==> config.mk <==
export PLATFORM = sky130hd
export DESIGN_NAME = table_driven_token_lexer_core
export DESIGN_NICKNAME = d
export VERILOG_FILES = /design/src/rtl/tll_pkg.sv /design/src/rtl/tll_step.sv /design/src/rtl/table_driven_token_lexer_core.sv
export SDC_FILE = /design/constraint.sdc
export NUM_CORES = 1
export LEC_CHECK = 0
export BUFFER_PORTS_ARGS = -buffer_cell sky130_fd_sc_hd__buf_2
export CORE_ASPECT_RATIO = 2
export CORE_MARGIN = 3
export CORE_UTILIZATION = 49
export CTS_BUF_LIST = sky130_fd_sc_hd__clkbuf_2
export DETAILED_ROUTE_END_ITERATION = 8
export GPL_TIMING_DRIVEN = 0
export PLACE_DENSITY_LB_ADDON = 0.12
export SLEW_MARGIN = 20
export SYNTH_ARGS = -nofsm -noshare
export SYNTH_HDL_FRONTEND = slang
export SYNTH_HIERARCHICAL = 1
export SYNTH_SLANG_ARGS = --single-unit
export TNS_END_PERCENT = 50
==> constraint.sdc <==
create_clock -name clk -period 9 [get_ports clk]
set_input_delay 1.35 -clock clk [delete_from_list [all_inputs] [get_ports clk]]
set_output_delay 1.35 -clock clk [all_outputs]
set_load 0.005 [all_outputs]
==> src/rtl/tll_pkg.sv <==
`timescale 1ns / 1ps

package tll_pkg;

  typedef logic [7:0] char_t;
  typedef logic [4:0] state_t;
  typedef logic [3:0] class_t;
  typedef logic [3:0] kind_t;

  // Character classes
  localparam class_t ClsLetter = 4'd0;
  localparam class_t ClsDigit  = 4'd1;
  localparam class_t ClsLBrace = 4'd2;
  localparam class_t ClsRBrace = 4'd3;
  localparam class_t ClsLParen = 4'd4;
  localparam class_t ClsStar   = 4'd5;
  localparam class_t ClsRParen = 4'd6;
  localparam class_t ClsColon  = 4'd7;
  localparam class_t ClsEqual  = 4'd8;
  localparam class_t ClsLess   = 4'd9;
  localparam class_t ClsGreat  = 4'd10;
  localparam class_t ClsSpace  = 4'd11;
  localparam class_t ClsOther  = 4'd12;
  localparam class_t ClsDollar = 4'd13;

  // Token kinds
  localparam kind_t KindIdent  = 4'd0;
  localparam kind_t KindNumber = 4'd1;
  localparam kind_t KindBrace  = 4'd2;
  localparam kind_t KindParen  = 4'd3;
  localparam kind_t KindAssign = 4'd4;
  localparam kind_t KindLe     = 4'd5;
  localparam kind_t KindNe     = 4'd6;
  localparam kind_t KindGe     = 4'd7;
  localparam kind_t KindError  = 4'd8;
  localparam kind_t KindPrefix = 4'd9;
  localparam kind_t KindStop   = 4'd10;
  localparam kind_t KindNone   = 4'd15;

  // Table states that carry a name outside the table
  localparam state_t StStart  = 5'd0;
  localparam state_t StIdent  = 5'd2;
  localparam state_t StNumber = 5'd4;
  localparam state_t StPrefix = 5'd19;
  localparam state_t StStop   = 5'd20;

  // Result queue geometry
  localparam int FifoDepth = 4;
  localparam int PtrW      = $clog2(FifoDepth);
  localparam int CntW      = $clog2(FifoDepth + 1);

  // Outcome of one character, from the step logic to the queue
  typedef struct packed {
    logic [1:0] cnt;
    kind_t      kind0;
    kind_t      kind1;
    state_t     state;
    logic       stopped;
  } step_t;

  function automatic class_t class_of(char_t c);
    class_t k;
    case (c) inside
      [8'h41:8'h5A], [8'h61:8'h7A]: k = ClsLetter;
      [8'h30:8'h39]:                k = ClsDigit;
      8'h7B:                        k = ClsLBrace;
      8'h7D:                        k = ClsRBrace;
      8'h28:                        k = ClsLParen;
      8'h2A:                        k = ClsStar;
      8'h29:                        k = ClsRParen;
      8'h3A:                        k = ClsColon;
      8'h3D:                        k = ClsEqual;
      8'h3C:                        k = ClsLess;
      8'h3E:                        k = ClsGreat;
      8'h20, [8'h09:8'h0D]:         k = ClsSpace;
      8'h24:                        k = ClsDollar;
      default:                      k = ClsOther;
    endcase
    return k;
  endfunction

  function automatic state_t start_row(class_t k);
    state_t n;
    unique case (k)
      ClsLetter: n = 5'd1;
      ClsDigit:  n = 5'd3;
      ClsLBrace: n = 5'd5;
      ClsLParen: n = 5'd7;
      ClsColon:  n = 5'd11;
      ClsLess:   n = 5'd13;
      ClsGreat:  n = 5'd16;
      ClsSpace:  n = StStart;
      ClsDollar: n = StStop;
      default:   n = 5'd18;
    endcase
    return n;
  endfunction

  // Transition table; out-of-range states behave as the start state
  function automatic state_t next_id(state_t s, class_t k);
    state_t n;
    unique case (s)
      5'd1:  n = (k == ClsLetter || k == ClsDigit) ? 5'd1 : StIdent;
      5'd3:  n = (k == ClsDigit) ? 5'd3 : StNumber;
      5'd5:  n = (k == ClsRBrace) ? 5'd6 : 5'd5;
      5'd7:  n = (k == ClsStar) ? 5'd8 : StPrefix;
      5'd8:  n = (k == ClsStar) ? 5'd9 : 5'd8;
      5'd9:  n = (k == ClsStar) ? 5'd9 : ((k == ClsRParen) ? 5'd10 : 5'd8);
      5'd11: n = (k == ClsEqual) ? 5'd12 : StPrefix;
      5'd13: n = (k == ClsEqual) ? 5'd14 : ((k == ClsGreat) ? 5'd15 : StPrefix);
      5'd16: n = (k == ClsEqual) ? 5'd17 : StPrefix;
      5'd2, 5'd4, 5'd6, 5'd10, 5'd12, 5'd14, 5'd15, 5'd17, 5'd18, 5'd19:
             n = StStart;
      default: n = start_row(k);
    endcase
    return n;
  endfunction

  function automatic kind_t kind_of(state_t s);
    kind_t k;
    unique case (s)
      5'd2:    k = KindIdent;
      5'd4:    k = KindNumber;
      5'd6:    k = KindBrace;
      5'd10:   k = KindParen;
      5'd12:   k = KindAssign;
      5'd14:   k = KindLe;
      5'd15:   k = KindNe;
      5'd17:   k = KindGe;
      5'd18:   k = KindError;
      5'd19:   k = KindPrefix;
      5'd20:   k = KindStop;
      default: k = KindNone;
    endcase
    return k;
  endfunction

  function automatic logic reexamine(state_t s);
    return (s == StIdent) || (s == StNumber) || (s == StPrefix);
  endfunction

endpackage

==> src/rtl/tll_step.sv <==
`timescale 1ns / 1ps

module tll_step (
  input  tll_pkg::char_t  character,
  input  logic            line_start,
  input  tll_pkg::state_t state_cur,
  input  logic            stopped_cur,
  output tll_pkg::step_t  step
);
  import tll_pkg::*;

  class_t cls;
  state_t s0;
  state_t nid1;
  state_t nid2;
  kind_t  k1;
  kind_t  k2;
  logic   stp;

  // Restart at a line start, then walk up to two table transitions
  always_comb begin
    s0   = line_start ? StStart : state_cur;
    stp  = line_start ? 1'b0 : stopped_cur;
    cls  = class_of(character);
    nid1 = next_id(s0, cls);
    k1   = kind_of(nid1);
    nid2 = next_id(StStart, cls);
    k2   = kind_of(nid2);

    step.cnt     = 2'd0;
    step.kind0   = k1;
    step.kind1   = k2;
    step.state   = s0;
    step.stopped = stp;

    if (!stp) begin
      if (k1 == KindNone) begin
        step.state = nid1;
      end else begin
        step.cnt   = 2'd1;
        step.state = StStart;
        if (nid1 == StStop) begin
          step.stopped = 1'b1;
        end else if (reexamine(nid1)) begin
          // Look at the same character again from the start state
          if (k2 == KindNone) begin
            step.state = nid2;
          end else begin
            step.cnt = 2'd2;
            if (nid2 == StStop) begin
              step.stopped = 1'b1;
            end
          end
        end
      end
    end
  end

endmodule

==> src/rtl/table_driven_token_lexer_core.sv <==
`timescale 1ns / 1ps

// Table-driven lexer: one character beat per clock goes in, each character
// makes zero, one or two token beats out, with tlast on the final token of
// that character. The character is classed and run through the transition
// table in the same cycle it is taken; tokens land in a 4-entry queue that
// feeds the output port. The input takes a beat every cycle as long as the
// queue has two free slots, so the sustained rate is one character per
// cycle while tokens average at most one per character, and otherwise set
// by the single-token-per-cycle output port.

module table_driven_token_lexer_core (
  input  logic       clk,
  input  logic       rst_n,
  input  logic       in_tvalid,
  output logic       in_tready,
  input  logic [7:0] in_tdata,   // [7:0] character
  input  logic       in_tuser,   // [0] line_start
  output logic       out_tvalid,
  input  logic       out_tready,
  output logic [7:0] out_tdata,  // [3:0] token_kind, [7:4] zero
  output logic       out_tlast
);
  import tll_pkg::*;

  typedef struct packed {
    kind_t kind;
    logic  last;
  } entry_t;

  state_t          state_r;
  logic            stopped_r;
  step_t           step;
  entry_t          fifo_r [FifoDepth];
  logic [PtrW-1:0] wr_ptr_r, wr_ptr_nxt;
  logic [PtrW-1:0] rd_ptr_r, rd_ptr_nxt;
  logic [CntW-1:0] count_r, count_nxt;
  logic [1:0]      push_cnt;
  logic            in_acc;
  logic            pop;
  entry_t          head;

  tll_step u_step (
    .character   (in_tdata),
    .line_start  (in_tuser),
    .state_cur   (state_r),
    .stopped_cur (stopped_r),
    .step        (step)
  );

  assign in_tready = (count_r <= CntW'(FifoDepth - 2));
  assign in_acc    = in_tvalid & in_tready;
  assign push_cnt  = in_acc ? step.cnt : 2'd0;
  assign pop       = out_tvalid & out_tready;

  // Advance lexer state on each accepted character
  always_ff @(posedge clk) begin
    if (!rst_n) begin
      state_r   <= StStart;
      stopped_r <= 1'b0;
    end else if (in_acc) begin
      state_r   <= step.state;
      stopped_r <= step.stopped;
    end
  end

  // Queue pointers and fill level
  always_comb begin
    wr_ptr_nxt = wr_ptr_r + PtrW'(push_cnt);
    rd_ptr_nxt = rd_ptr_r + PtrW'(pop);
    count_nxt  = count_r + CntW'(push_cnt) - CntW'(pop);
  end

  always_ff @(posedge clk) begin
    if (!rst_n) begin
      wr_ptr_r <= '0;
      rd_ptr_r <= '0;
      count_r  <= '0;
    end else begin
      wr_ptr_r <= wr_ptr_nxt;
      rd_ptr_r <= rd_ptr_nxt;
      count_r  <= count_nxt;
    end
  end

  // Write up to two tokens per character
  always_ff @(posedge clk) begin
    if (push_cnt != 2'd0) begin
      fifo_r[wr_ptr_r] <= '{kind: step.kind0, last: (push_cnt == 2'd1)};
    end
    if (push_cnt == 2'd2) begin
      fifo_r[wr_ptr_r + PtrW'(1)] <= '{kind: step.kind1, last: 1'b1};
    end
  end

  // Drive the output beat from the queue head
  assign head       = fifo_r[rd_ptr_r];
  assign out_tvalid = (count_r != '0);
  assign out_tdata  = {4'd0, head.kind};
  assign out_tlast  = head.last;

  a_count_bound: assert property (@(posedge clk) disable iff (!rst_n)
    count_r <= CntW'(FifoDepth))
    else $error("result queue overfilled");

  a_pop_only: assert property (@(posedge clk) disable iff (!rst_n)
    (pop && push_cnt == 2'd0) |=> count_r == $past(count_r) - CntW'(1))
    else $error("queue level wrong after pop");

  a_stopped_silent: assert property (@(posedge clk) disable iff (!rst_n)
    (in_acc && stopped_r && !in_tuser) |-> (step.cnt == 2'd0 && step.stopped))
    else $error("token produced while stopped");

  a_second_token: assert property (@(posedge clk) disable iff (!rst_n)
    (in_acc && step.cnt == 2'd2) |->
      ((step.kind0 == KindIdent || step.kind0 == KindNumber ||
        step.kind0 == KindPrefix) &&
       (step.kind1 == KindError || step.kind1 == KindStop)))
    else $error("illegal token pair");

endmodule
==> reports/summary.txt, run 1 <==
Max-slew violations -> 0
RePlAce Congestion -> 0.8827
Min Tclk post-route -> 8.069 ns
CTS Sinks -> 33
IO Pins -> 24
Setup TNS -> 0 ns
Cells after synthesis -> 433
DR WL/cell -> 19.12 µm
Worst setup margin -> 0.9314 ns
Setup bufs post-CTS -> 0
Resized cells post-CTS -> 0
Antenna cell count -> 0
Worst vdd ir -> 0.0002155 V
Core area -> 0.007048 mm²
Fill count -> 696
Layout Skew -> 0.03345 ns
Most frequent cells in the layout -> 34 x a21oi_1, 31 x nand3_1, 30 x buf_2, 27 x nor2_1, 22 x nand2_1
Register area share after synthesis -> 22.68%
Max-cap violations -> 0
Fin Hold WS -> 0.4872 ns
Area Overhead vs Synth -> 7.400%
Die W -> 66.77 µm
Slew HR -> 26.07%
Initial Util -> 51.34%
Clk_lat worst skew -> 0.42 ns
Kind of critical path -> input pin to flop
CP arrival -> 8.37 ns
Drt pass-1 iters -> 5
Most common cell after layout, fill and taps aside -> a21oi_1
Pre-CTS WS -> 0.6471 ns
Clock Tree Buf Depth -> 2
CP required -> 9.30 ns
Worst setup SP type -> input pin
Ys async rst share -> 0%
Total Routing Usage GR -> 26.06%
Ys flop type -> dfxtp_1
Full die area -> 0.008515 mm²
Max Freq -> 123.9 MHz
Yosys cell types -> 90
Worst R2R Setup Slack -> 2.67 ns
Finished Cell Area -> 0.003886 mm²
Synthesized area -> 0.003618 mm²
Die Y -> 127.5 µm
Post-DP Area -> 0.003822 mm²
First-pass GRT wire length -> 16.92 mm
Yosys top cell area share -> 13.28%
Initial antenna violation count -> 0
Antenna Nets Post-Route -> 0
Depth of the CTS H-tree -> 2
Routed WL -> 10.52 mm
RSZ-0062 raised after global routing -> false
Cts bufs inserted -> 5
Synth warnings -> 6
Detailed Route Iter0 Violations -> 256
Port Buffers -> 16
Lkg Pwr -> 1.453 nW
Leading area contributor after synthesis -> edfxtp_1
Post-synth EDFFs -> 16
Endpoints failing setup -> 0
Seq cells post-synth -> 33
Measured slew at the worst slew-check pin -> 1.100 ns
Vias -> 3575
Share of layout cells above drive strength 1 -> 18.91%
Via density -> 6.500
Clock-pin slew on the worst setup and hold paths -> 0.16 ns
Maximum fanout along the worst path -> 10
Pin count of the biggest net entering global routing -> 11
DRC viols -> 0
Root buf cell -> clkbuf_2
Grt ovf -> 0
Min-delay worst type -> flop to flop
Syn Area/Cell -> 8.357 µm²
Crit share post-route -> 89.65%
Area contributors post-synth -> edfxtp_1 13%, dfxtp_1 9.4%, ha_1 6.9%
Post-detail-place hpwl -> 8.342 mm
Hold_buf cts -> 0
Vias in the first global route -> 3526
PwrDens -> 274.7 mW/mm²
CP Capture Type -> flop
Nets -> 493
Hold Violations, Final -> 0
Row count -> 43
Status -> finished clean
CTS tree -> built
final timing paths:
kind,start,end,depth (start not counted)
setup / recovery,in_tdata[6],count_r[2],28
hold / removal,state_r[4],state_r[4],2
setup reg to reg,state_r[2],count_r[2],25
hold reg to reg,state_r[4],state_r[4],2
where the power goes:
| group | leakage (nW) | internal (mW) | switching (mW) |
|---|---|---|---|
| clock | 0.0406 | 0.0474 | 0.0519 |
| sequential | 0.282 | 0.206 | 0.0207 |
| combinational | 1.13 | 0.307 | 0.435 |
metal layers:
| metal | up-vias | GRT usage, % | share of wire, % |
|---|---|---|---|
| li1 | 1688 | - | - |
| met3 | 57 | 3.166 | 3.4 |
| met4 | 0 | 22.04 | 8.5 |
| met2 | 127 | 47.83 | 55 |
| met5 | - | 0 | 0 |
| met1 | 1703 | 23.95 | 33 |
per-stage QoR:
stage / cells / power [mW] / util (%)
3_3_place_gp: 542 / 0.9497 / 54.23
3_5_place_dp: 542 / 0.9649 / 54.23
2_1_floorplan: 436 / 0.7960 / -
6_report: 550 / 1.068 / 55.14
4_1_cts: 550 / 1.069 / 55.14
5_1_grt: 550 / 1.167 / 55.14
synthesized netlist by cell type, types with 3 or more instances:
master / instances
inv_2: 3
o21ai_1: 8
clkbuf_1: 3
nor2b_1: 5
buf_6: 10
a21boi_1: 3
and2_1: 10
buf_4: 5
nand3b_1: 7
nand4b_1: 3
nor3_1: 12
a31oi_1: 8
a32oi_1: 4
o22ai_1: 4
o31a_1: 3
nor3b_1: 4
dfxtp_1: 17
mux4_2: 5
edfxtp_1: 16
o31ai_1: 7
and3_1: 3
o21ai_0: 21
buf_2: 14
nand2_1: 22
nand4_1: 4
nor2_1: 27
inv_1: 21
nor4_1: 4
nand2b_1: 6
o221ai_1: 3
nand3_1: 31
o41ai_1: 4
o21a_1: 3
a21oi_1: 34
ha_1: 20
mux2i_1: 4
a211oi_1: 5
a22oi_1: 3
sequential cells by signal, indices dropped and copies added (netlist names):
register,flops
fifo_r,20
state_r,5
count_r,3
rd_ptr_r,2
wr_ptr_r,2
stopped_r,1
kinds of logic after synthesis:
logic type / synth area share (%)
other: 0.1036
buffers and inverters: 9.509
xor gates and xnor gates: 0.9684
AOI/OAI and AO/OA: 28.25
DFF: 22.68
adders and majority gates: 7.469
muxes: 4.530
and+or+nand+nor: 26.49
worst max-delay path: stages:
cell and delay, ns:
buf_2 0.15, or3b_1 0.40, o41ai_1 0.59, nand3b_1 0.26, ha_1 0.43, a21oi_1 0.15
nor3_1 0.29, o21ai_0 0.19, o31ai_1 0.94, ha_1 0.34, inv_1 0.08, o41ai_1 0.07
o22ai_1 0.12, a211oi_1 0.46, a311o_1 0.25, nor2_1 0.07, nor3b_1 0.38, buf_2 0.30
and3_2 0.22, inv_1 0.05, ha_1 0.27, inv_1 0.05, ha_1 0.12, inv_1 0.05
fa_1 0.36, xor2_1 0.16, xnor2_1 0.12, and2_1 0.15
final cells by class:
type                            count  area (µm²)  area share, %
Sequential cell                    33       820.8          21.12
Timing Repair Buffer               16       80.08          2.061
Clock buffer                        6       30.03         0.7727
Clock inverter                      2       33.78         0.8693
Multi-Input combinational cell    344        2465          63.43
Buffer                             34       250.2          6.439
Inverter                           25       93.84          2.415
Tap cell                           90       112.6          2.898
Note: power is estimated with default switching activity, not from simulation.
==> run 2: changes to the inputs <==
--- a/config.mk
+++ b/config.mk
@@ -6,13 +6,16 @@
 export NUM_CORES = 1
 export LEC_CHECK = 0
 export BUFFER_PORTS_ARGS = -buffer_cell sky130_fd_sc_hd__buf_2
+export CELL_PAD_IN_SITES_DETAIL_PLACEMENT = 0
+export CELL_PAD_IN_SITES_GLOBAL_PLACEMENT = 2
 export CORE_ASPECT_RATIO = 2
 export CORE_MARGIN = 3
-export CORE_UTILIZATION = 49
+export CORE_UTILIZATION = 39
 export CTS_BUF_LIST = sky130_fd_sc_hd__clkbuf_2
 export DETAILED_ROUTE_END_ITERATION = 8
 export GPL_TIMING_DRIVEN = 0
 export PLACE_DENSITY_LB_ADDON = 0.12
+export SKIP_LAST_GASP = 1
 export SLEW_MARGIN = 20
 export SYNTH_ARGS = -nofsm -noshare
 export SYNTH_HDL_FRONTEND = slang
==> reports/summary.txt, run 2 (synthesis results as in run 1) <==
RePlAce Congestion -> 0.9176 (was 0.8827)
Fill count -> 932 (was 696)
Min-delay worst type -> flop to flop (unchanged)
Detailed Route Iter0 Violations -> 194 (was 256)
Full die area -> 0.01054 mm² (was 0.008515 mm²)
Hold Violations, Final -> 0 (unchanged)
Placed cells -> 554 (was 542)
Worst R2R Path Depth -> 25 (unchanged)
Worst setup SP type -> input pin (unchanged)
Cts bufs inserted -> 5 (unchanged)
CTS Sinks -> 33 (unchanged)
Vias in the first global route -> 3552 (was 3526)
Min Tclk post-route -> 7.957 ns (was 8.069 ns)
Area Overhead vs Synth -> 7.296% (was 7.400%)
Max-slew violations -> 0 (unchanged)
Levels on crit path -> 28 (unchanged)
Resized cells post-CTS -> 0 (unchanged)
Clock-pin slew on the worst setup and hold paths -> 0.17 ns (was 0.16 ns)
Share of layout cells above drive strength 1 -> 18.91% (unchanged)
Clock Tree Buf Depth -> 2 (unchanged)
Crit path buf inv count -> 6 (unchanged)
Depth of the CTS H-tree -> 2 (unchanged)
CP max stage cell -> o41ai_1 (was o31ai_1)
CP arrival -> 8.28 ns (was 8.37 ns)
Switching Power -> 521.2 µW (was 507.2 µW)
Crit share post-route -> 88.41% (was 89.65%)
Drt pass-1 iters -> 4 (was 5)
Grt ovf -> 0 (unchanged)
Via density -> 6.259 (was 6.500)
Critical path origin -> in_tdata[6] (unchanged)
Post-detail-place hpwl -> 9.437 mm (was 8.342 mm)
Largest register FFs -> 20 (unchanged)
IO Pins -> 24 (unchanged)
Maximum fanout along the worst path -> 10 (unchanged)
CP max stage delay -> 0.66 ns (was 0.94 ns)
RSZ-0062 raised after global routing -> false (unchanged)
Worst vdd ir -> 0.0001793 V (was 0.0002155 V)
Nets -> 493 (unchanged)
Internal Power -> 531.8 µW (was 560.5 µW)
Logic pwr share -> 71.5% (was 69.5%)
Final Util -> 43.08% (was 55.14%)
Endpoints failing setup -> 0 (unchanged)
Measured slew at the worst slew-check pin -> 0.7796 ns (was 1.100 ns)
Die W -> 74.11 µm (was 66.77 µm)
Vias -> 3524 (was 3575)
Pre-CTS WS -> 0.4203 ns (was 0.6471 ns)
CTS tree -> built (unchanged)
Lkg Pwr -> 1.442 nW (was 1.453 nW)
Root buf cell -> clkbuf_2 (unchanged)
Die Y -> 142.2 µm (was 127.5 µm)
Status -> finished clean (unchanged)
Regs by FF count -> fifo_r x20, state_r x5, count_r x3 (unchanged)
DRC viols -> 0 (unchanged)
Reg power frac -> 21.7% (was 21.2%)
Hold path startpoint -> fifo_r[2][0] (was state_r[4])
Most flops, register -> fifo_r (unchanged)
Setup bufs post-CTS -> 0 (unchanged)
Worst setup margin -> 1.043 ns (was 0.9314 ns)
CP required -> 9.32 ns (was 9.30 ns)
Total Routing Usage GR -> 22.71% (was 26.06%)
DR WL/cell -> 20.65 µm (was 19.12 µm)
Most frequent cells in the layout -> 34 x a21oi_1, 31 x nand3_1, 30 x buf_2, 27 x nor2_1, 22 x nand2_1 (unchanged)
Initial Util -> 40.15% (was 51.34%)
Antenna Nets Post-Route -> 0 (unchanged)
Pin count of the biggest net entering global routing -> 11 (unchanged)
Crit path max-delay family -> compound AO/OA/AOI/OAI gates (unchanged)
Reg2reg start -> state_r[2] (unchanged)
Routed WL -> 11.63 mm (was 10.52 mm)
First-pass GRT wire length -> 18.18 mm (was 16.92 mm)
Switching share of total power -> 49.49% (was 47.51%)
Fin cells -> 563 (was 550)
CP Capture Type -> flop (unchanged)
Layout Skew -> 0.01676 ns (was 0.03345 ns)
Kind of critical path -> input pin to flop (unchanged)
Clk_lat worst skew -> 0.42 ns (about the same)
Setup TNS -> 0 ns (unchanged)
Max-cap violations -> 0 (unchanged)
Core area -> 0.009012 mm² (was 0.007048 mm²)
Initial antenna violation count -> 1 (was 0)
Clock Power Share -> 6.8% (was 9.3%)
Slew HR -> 46.54% (was 26.07%)
Max Freq -> 125.7 MHz (was 123.9 MHz)
PwrDens -> 271.2 mW/mm² (was 274.7 mW/mm²)
Port Buffers -> 16 (unchanged)
Hold path depth -> 2 (unchanged)
Most common cell after layout, fill and taps aside -> a21oi_1 (unchanged)
Hold_buf cts -> 0 (unchanged)
Row count -> 49 (was 43)
==> run 2: cell count changes in the layout (fill, tap and decap cells not counted), sizes merged <==
cell / previous run / this run
bufinv: 1 / 0
clkbuf: 11 / 10
clkinv: 2 / 4
diode: 0 / 1
==> run 2: worst register-to-register path: stages, from the launching register on <==
cell and delay [ns]:
dfxtp_1 0.36, buf_6 0.14, or2_4 0.27, a221o_1 0.47, nor3_1 0.30, o21ai_0 0.23
o31ai_2 0.64, ha_1 0.32, inv_1 0.07, o41ai_1 0.07, o22ai_1 0.14, a211oi_1 0.47
a311o_1 0.25, nor2_1 0.08, nor3b_1 0.39, buf_2 0.30, and3_2 0.22, inv_1 0.04
ha_1 0.27, inv_1 0.06, ha_1 0.14, inv_1 0.05, fa_1 0.36, xor2_1 0.16
xnor2_1 0.12, and2_1 0.14
==> run 2: area by class of cell <==
class                      count  area, µm²  area share, %
clock inverter                 3      12.51         0.3223
timing repair buffer          16      80.08          2.063
inverter                      25      93.84          2.417
antenna                        1      2.502        0.06445
buffer                        34      250.2          6.445
tap                          102      127.6          3.287
sequential                    33      820.8          21.14
multi-input combinational    344       2470          63.62
clock buffer                   5      25.02         0.6445
==> run 2: power groups by stage <==
| stage | combinational [mW] | sequential (mW) | clock [mW] |
|---|---|---|---|
| global route | 0.834 | 0.233 | 0.0791 |
| finish | 0.753 | 0.229 | 0.0715 |
| CTS | 0.751 | 0.229 | 0.0732 |
| floorplan | 0.573 | 0.223 | 0 |
| global placement | 0.743 | 0.231 | 0 |
| detailed placement | 0.749 | 0.232 | 0 |
==> run 2: through the flow <==
step	hold slack (ns)	total power, mW	area, µm²
2_1_floorplan	0.4303	0.7960	3630
3_3_place_gp	0.4475	0.9740	3837
3_5_place_dp	0.4582	0.9803	3837
4_1_cts	0.4793	1.054	3875
5_1_grt	0.5128	1.146	3882
6_report	0.4785	1.053	3882
==> run 2: metal layers <==
| metal | GRT usage [%] | vias to the layer above | share of wire, % |
|---|---|---|---|
| met5 | 0 | - | 0 |
| met2 | 46.86 | 83 | 60 |
| met1 | 19.87 | 1713 | 32 |
| met4 | 12.89 | 0 | 5.9 |
| li1 | - | 1691 | - |
| met3 | 1.273 | 37 | 2.1 |
==> run 2: worst paths after layout <==
kind             endpoint  slack (ns)
max reg2reg    count_r[2]        2.85
min reg2reg  fifo_r[2][0]        0.48
min          fifo_r[2][0]        0.48
max            count_r[2]        1.04
==> run 3: changes to the inputs <==
--- a/config.mk
+++ b/config.mk
@@ -10,7 +10,7 @@
 export CELL_PAD_IN_SITES_GLOBAL_PLACEMENT = 2
 export CORE_ASPECT_RATIO = 2
 export CORE_MARGIN = 3
-export CORE_UTILIZATION = 39
+export CORE_UTILIZATION = 35
 export CTS_BUF_LIST = sky130_fd_sc_hd__clkbuf_2
 export DETAILED_ROUTE_END_ITERATION = 8
 export GPL_TIMING_DRIVEN = 0
==> constraint.sdc (replaced) <==
create_clock -name clk -period 8.2 [get_ports clk]
set_input_delay 1.23 -clock clk [delete_from_list [all_inputs] [get_ports clk]]
set_output_delay 1.23 -clock clk [all_outputs]
set_load 0.005 [all_outputs]
==> reports/summary.txt, run 3 (synthesis results as in run 1) <==
CP Capture Type -> flop (unchanged)
Pin count of the biggest net entering global routing -> 11 (unchanged)
Regs by FF count -> fifo_r x20, state_r x5, count_r x3 (unchanged)
Worst vdd ir -> 0.0001659 V (was 0.0001793 V)
Via density -> 5.890 (was 6.259)
Routed WL -> 11.83 mm (was 11.63 mm)
Switching share of total power -> 49.79% (was 49.49%)
Die W -> 77.90 µm (was 74.11 µm)
Finished Cell Area -> 0.003930 mm² (was 0.003882 mm²)
Share of layout cells above drive strength 1 -> 19.35% (was 18.91%)
Post-DP Area -> 0.003880 mm² (was 0.003837 mm²)
Drt pass-1 iters -> 5 (was 4)
Row count -> 51 (was 49)
Switching Power -> 584.7 µW (was 521.2 µW)
CP max stage delay -> 0.53 ns (was 0.66 ns)
Post-detail-place hpwl -> 9.672 mm (was 9.437 mm)
Setup TNS -> 0 ns (unchanged)
Antenna Nets Post-Route -> 0 (unchanged)
Depth of the CTS H-tree -> 2 (unchanged)
Status -> finished clean (unchanged)
Die Y -> 149.8 µm (was 142.2 µm)
DR WL/cell -> 19.95 µm (was 20.65 µm)
Setup bufs post-CTS -> 0 (unchanged)
Area Overhead vs Synth -> 8.610% (was 7.296%)
FF/Latch Area -> 820.8 µm² (unchanged)
Initial Util -> 36.58% (was 40.15%)
RePlAce Congestion -> 0.8382 (was 0.9176)
Max Freq -> 132.5 MHz
Hold_buf cts -> 0 (unchanged)
Max-slew violations -> 0 (unchanged)
Slew HR -> 49.62% (was 46.54%)
Layout Skew -> 0.009191 ns (was 0.01676 ns)
Vias in the first global route -> 3561 (was 3552)
Met3 usage -> 1.687% (was 1.273%)
Initial antenna violation count -> 1 (unchanged)
Reg power frac -> 21.4% (was 21.7%)
Endpoints failing setup -> 0 (unchanged)
RSZ-0062 raised after global routing -> false (unchanged)
First-pass GRT wire length -> 18.55 mm (was 18.18 mm)
Largest register FFs -> 20 (unchanged)
Root buf cell -> clkbuf_2 (unchanged)
Clk_lat worst skew -> 0.40 ns (was 0.42 ns)
Crit path buf inv count -> 8 (was 6)
Resized cells post-CTS -> 0 (unchanged)
Total Routing Usage GR -> 20.66% (was 22.71%)
IO Pins -> 24 (unchanged)
Met2 Usage GRT -> 42.27% (was 46.86%)
CP max stage cell -> o31ai_4 (was o41ai_1)
CTS Sinks -> 33 (unchanged)
Lkg Pwr -> 1.448 nW (was 1.442 nW)
Multi-input logic area -> 0.002479 mm² (was 0.002470 mm²)
Hold Violations, Final -> 0 (unchanged)
Clock Tree Buf Depth -> 2 (unchanged)
Most common cell after layout, fill and taps aside -> a21oi_1 (unchanged)
Core area -> 0.009891 mm² (was 0.009012 mm²)
PwrDens -> 298.8 mW/mm² (was 271.2 mW/mm²)
Min-delay worst type -> flop to flop (unchanged)
CP required -> 8.51 ns (was 9.32 ns)
Cell mode on critical path -> inv_1
Vias -> 3493 (was 3524)
Full die area -> 0.01167 mm² (was 0.01054 mm²)
Gr busiest metal -> met2 (unchanged)
Cts bufs inserted -> 5 (unchanged)
Port Buffers -> 16 (unchanged)
CP arrival -> 7.86 ns (was 8.28 ns)
Nets -> 493 (unchanged)
Crit share post-route -> 92.07%
Max-cap violations -> 0 (unchanged)
Fill count -> 1059 (was 932)
Clock Power Share -> 6.9% (was 6.8%)
Clock-pin slew on the worst setup and hold paths -> 0.16 ns (was 0.17 ns)
Detailed Route Iter0 Violations -> 160 (was 194)
DRC viols -> 0 (unchanged)
M1 GR Usage -> 17.25% (was 19.87%)
Fin Hold WS -> 0.4701 ns (was 0.4785 ns)
CTS tree -> built (unchanged)
Maximum fanout along the worst path -> 10 (unchanged)
Grt ovf -> 0 (unchanged)
Worst setup SP type -> input pin (unchanged)
Internal Power -> 589.6 µW (was 531.8 µW)
Min Tclk post-route -> 7.550 ns
Measured slew at the worst slew-check pin -> 0.7512 ns (was 0.7796 ns)
Logic pwr share -> 71.8% (was 71.5%)
Most frequent cells in the layout -> 34 x a21oi_1, 31 x nand3_1, 30 x buf_2, 27 x nor2_1, 22 x nand2_1 (unchanged)
Crit path max-delay family -> compound AO/OA/AOI/OAI gates (unchanged)
Most flops, register -> fifo_r (unchanged)
Kind of critical path -> input pin to flop (unchanged)
[run 3: per-stage QoR]
step / setup slack (ns) / utilization, % / power [mW] / cells
6_report: 0.6505 / 39.73 / 1.174 / 593
4_1_cts: 0.4720 / 39.62 / 1.183 / 592
2_1_floorplan: 1.265 / - / 0.8736 / 436
3_3_place_gp: -0.3934 / 39.18 / 1.092 / 584
3_5_place_dp: 0.06685 / 39.23 / 1.097 / 584
5_1_grt: 0.1306 / 39.73 / 1.281 / 593
[run 3: final timing paths]
| path | from | endpoint | slack [ns] | cells past startpoint |
|---|---|---|---|---|
| setup / recovery | in_tdata[3] | count_r[2] | 0.65 | 30 |
| hold / removal | fifo_r[2][0] | fifo_r[2][0] | 0.47 | 2 |
| setup reg to reg | state_r[2] | count_r[2] | 2.28 | 25 |
| hold reg to reg | fifo_r[2][0] | fifo_r[2][0] | 0.47 | 2 |
[run 3: area by class of cell]
class | instances | area share, %
antenna | 1 | 0.06367
buffer | 34 | 6.367
clock buffer | 7 | 0.8914
clock inverter | 1 | 0.09551
inverter | 25 | 2.388
multi-input combinational | 344 | 63.07
sequential | 33 | 20.89
tap | 132 | 4.202
timing repair buffer | 16 | 2.038
[run 3: worst reg2reg max path: cells and delay by family (launching register included)]
kind / cells / cell delay [ns]
AOI/OAI and AO/OA: 7 / 2.15
and+or+nand+nor: 6 / 1.35
adders and majority gates: 4 / 1.06
buffers and inverters: 6 / 0.66
DFF: 1 / 0.35
xor gates and xnor gates: 2 / 0.28
[run 3: routing by layer]
layer | vias up | wire, µm
met5 | - | 0
met4 | 0 | 930
met2 | 88 | 6884
met1 | 1663 | 3773
met3 | 46 | 241
li1 | 1696 | -
[run 3: power by group through the flow]
| stage | Combinational, mW | Clock, mW | Sequential (mW) |
|---|---|---|---|
| final | 0.843 | 0.0808 | 0.251 |
| after global routing | 0.933 | 0.0918 | 0.256 |
| after CTS | 0.846 | 0.0849 | 0.251 |
| after detailed placement | 0.843 | 0 | 0.254 |
| after global placement | 0.839 | 0 | 0.254 |
| after floorplan | 0.629 | 0 | 0.245 |
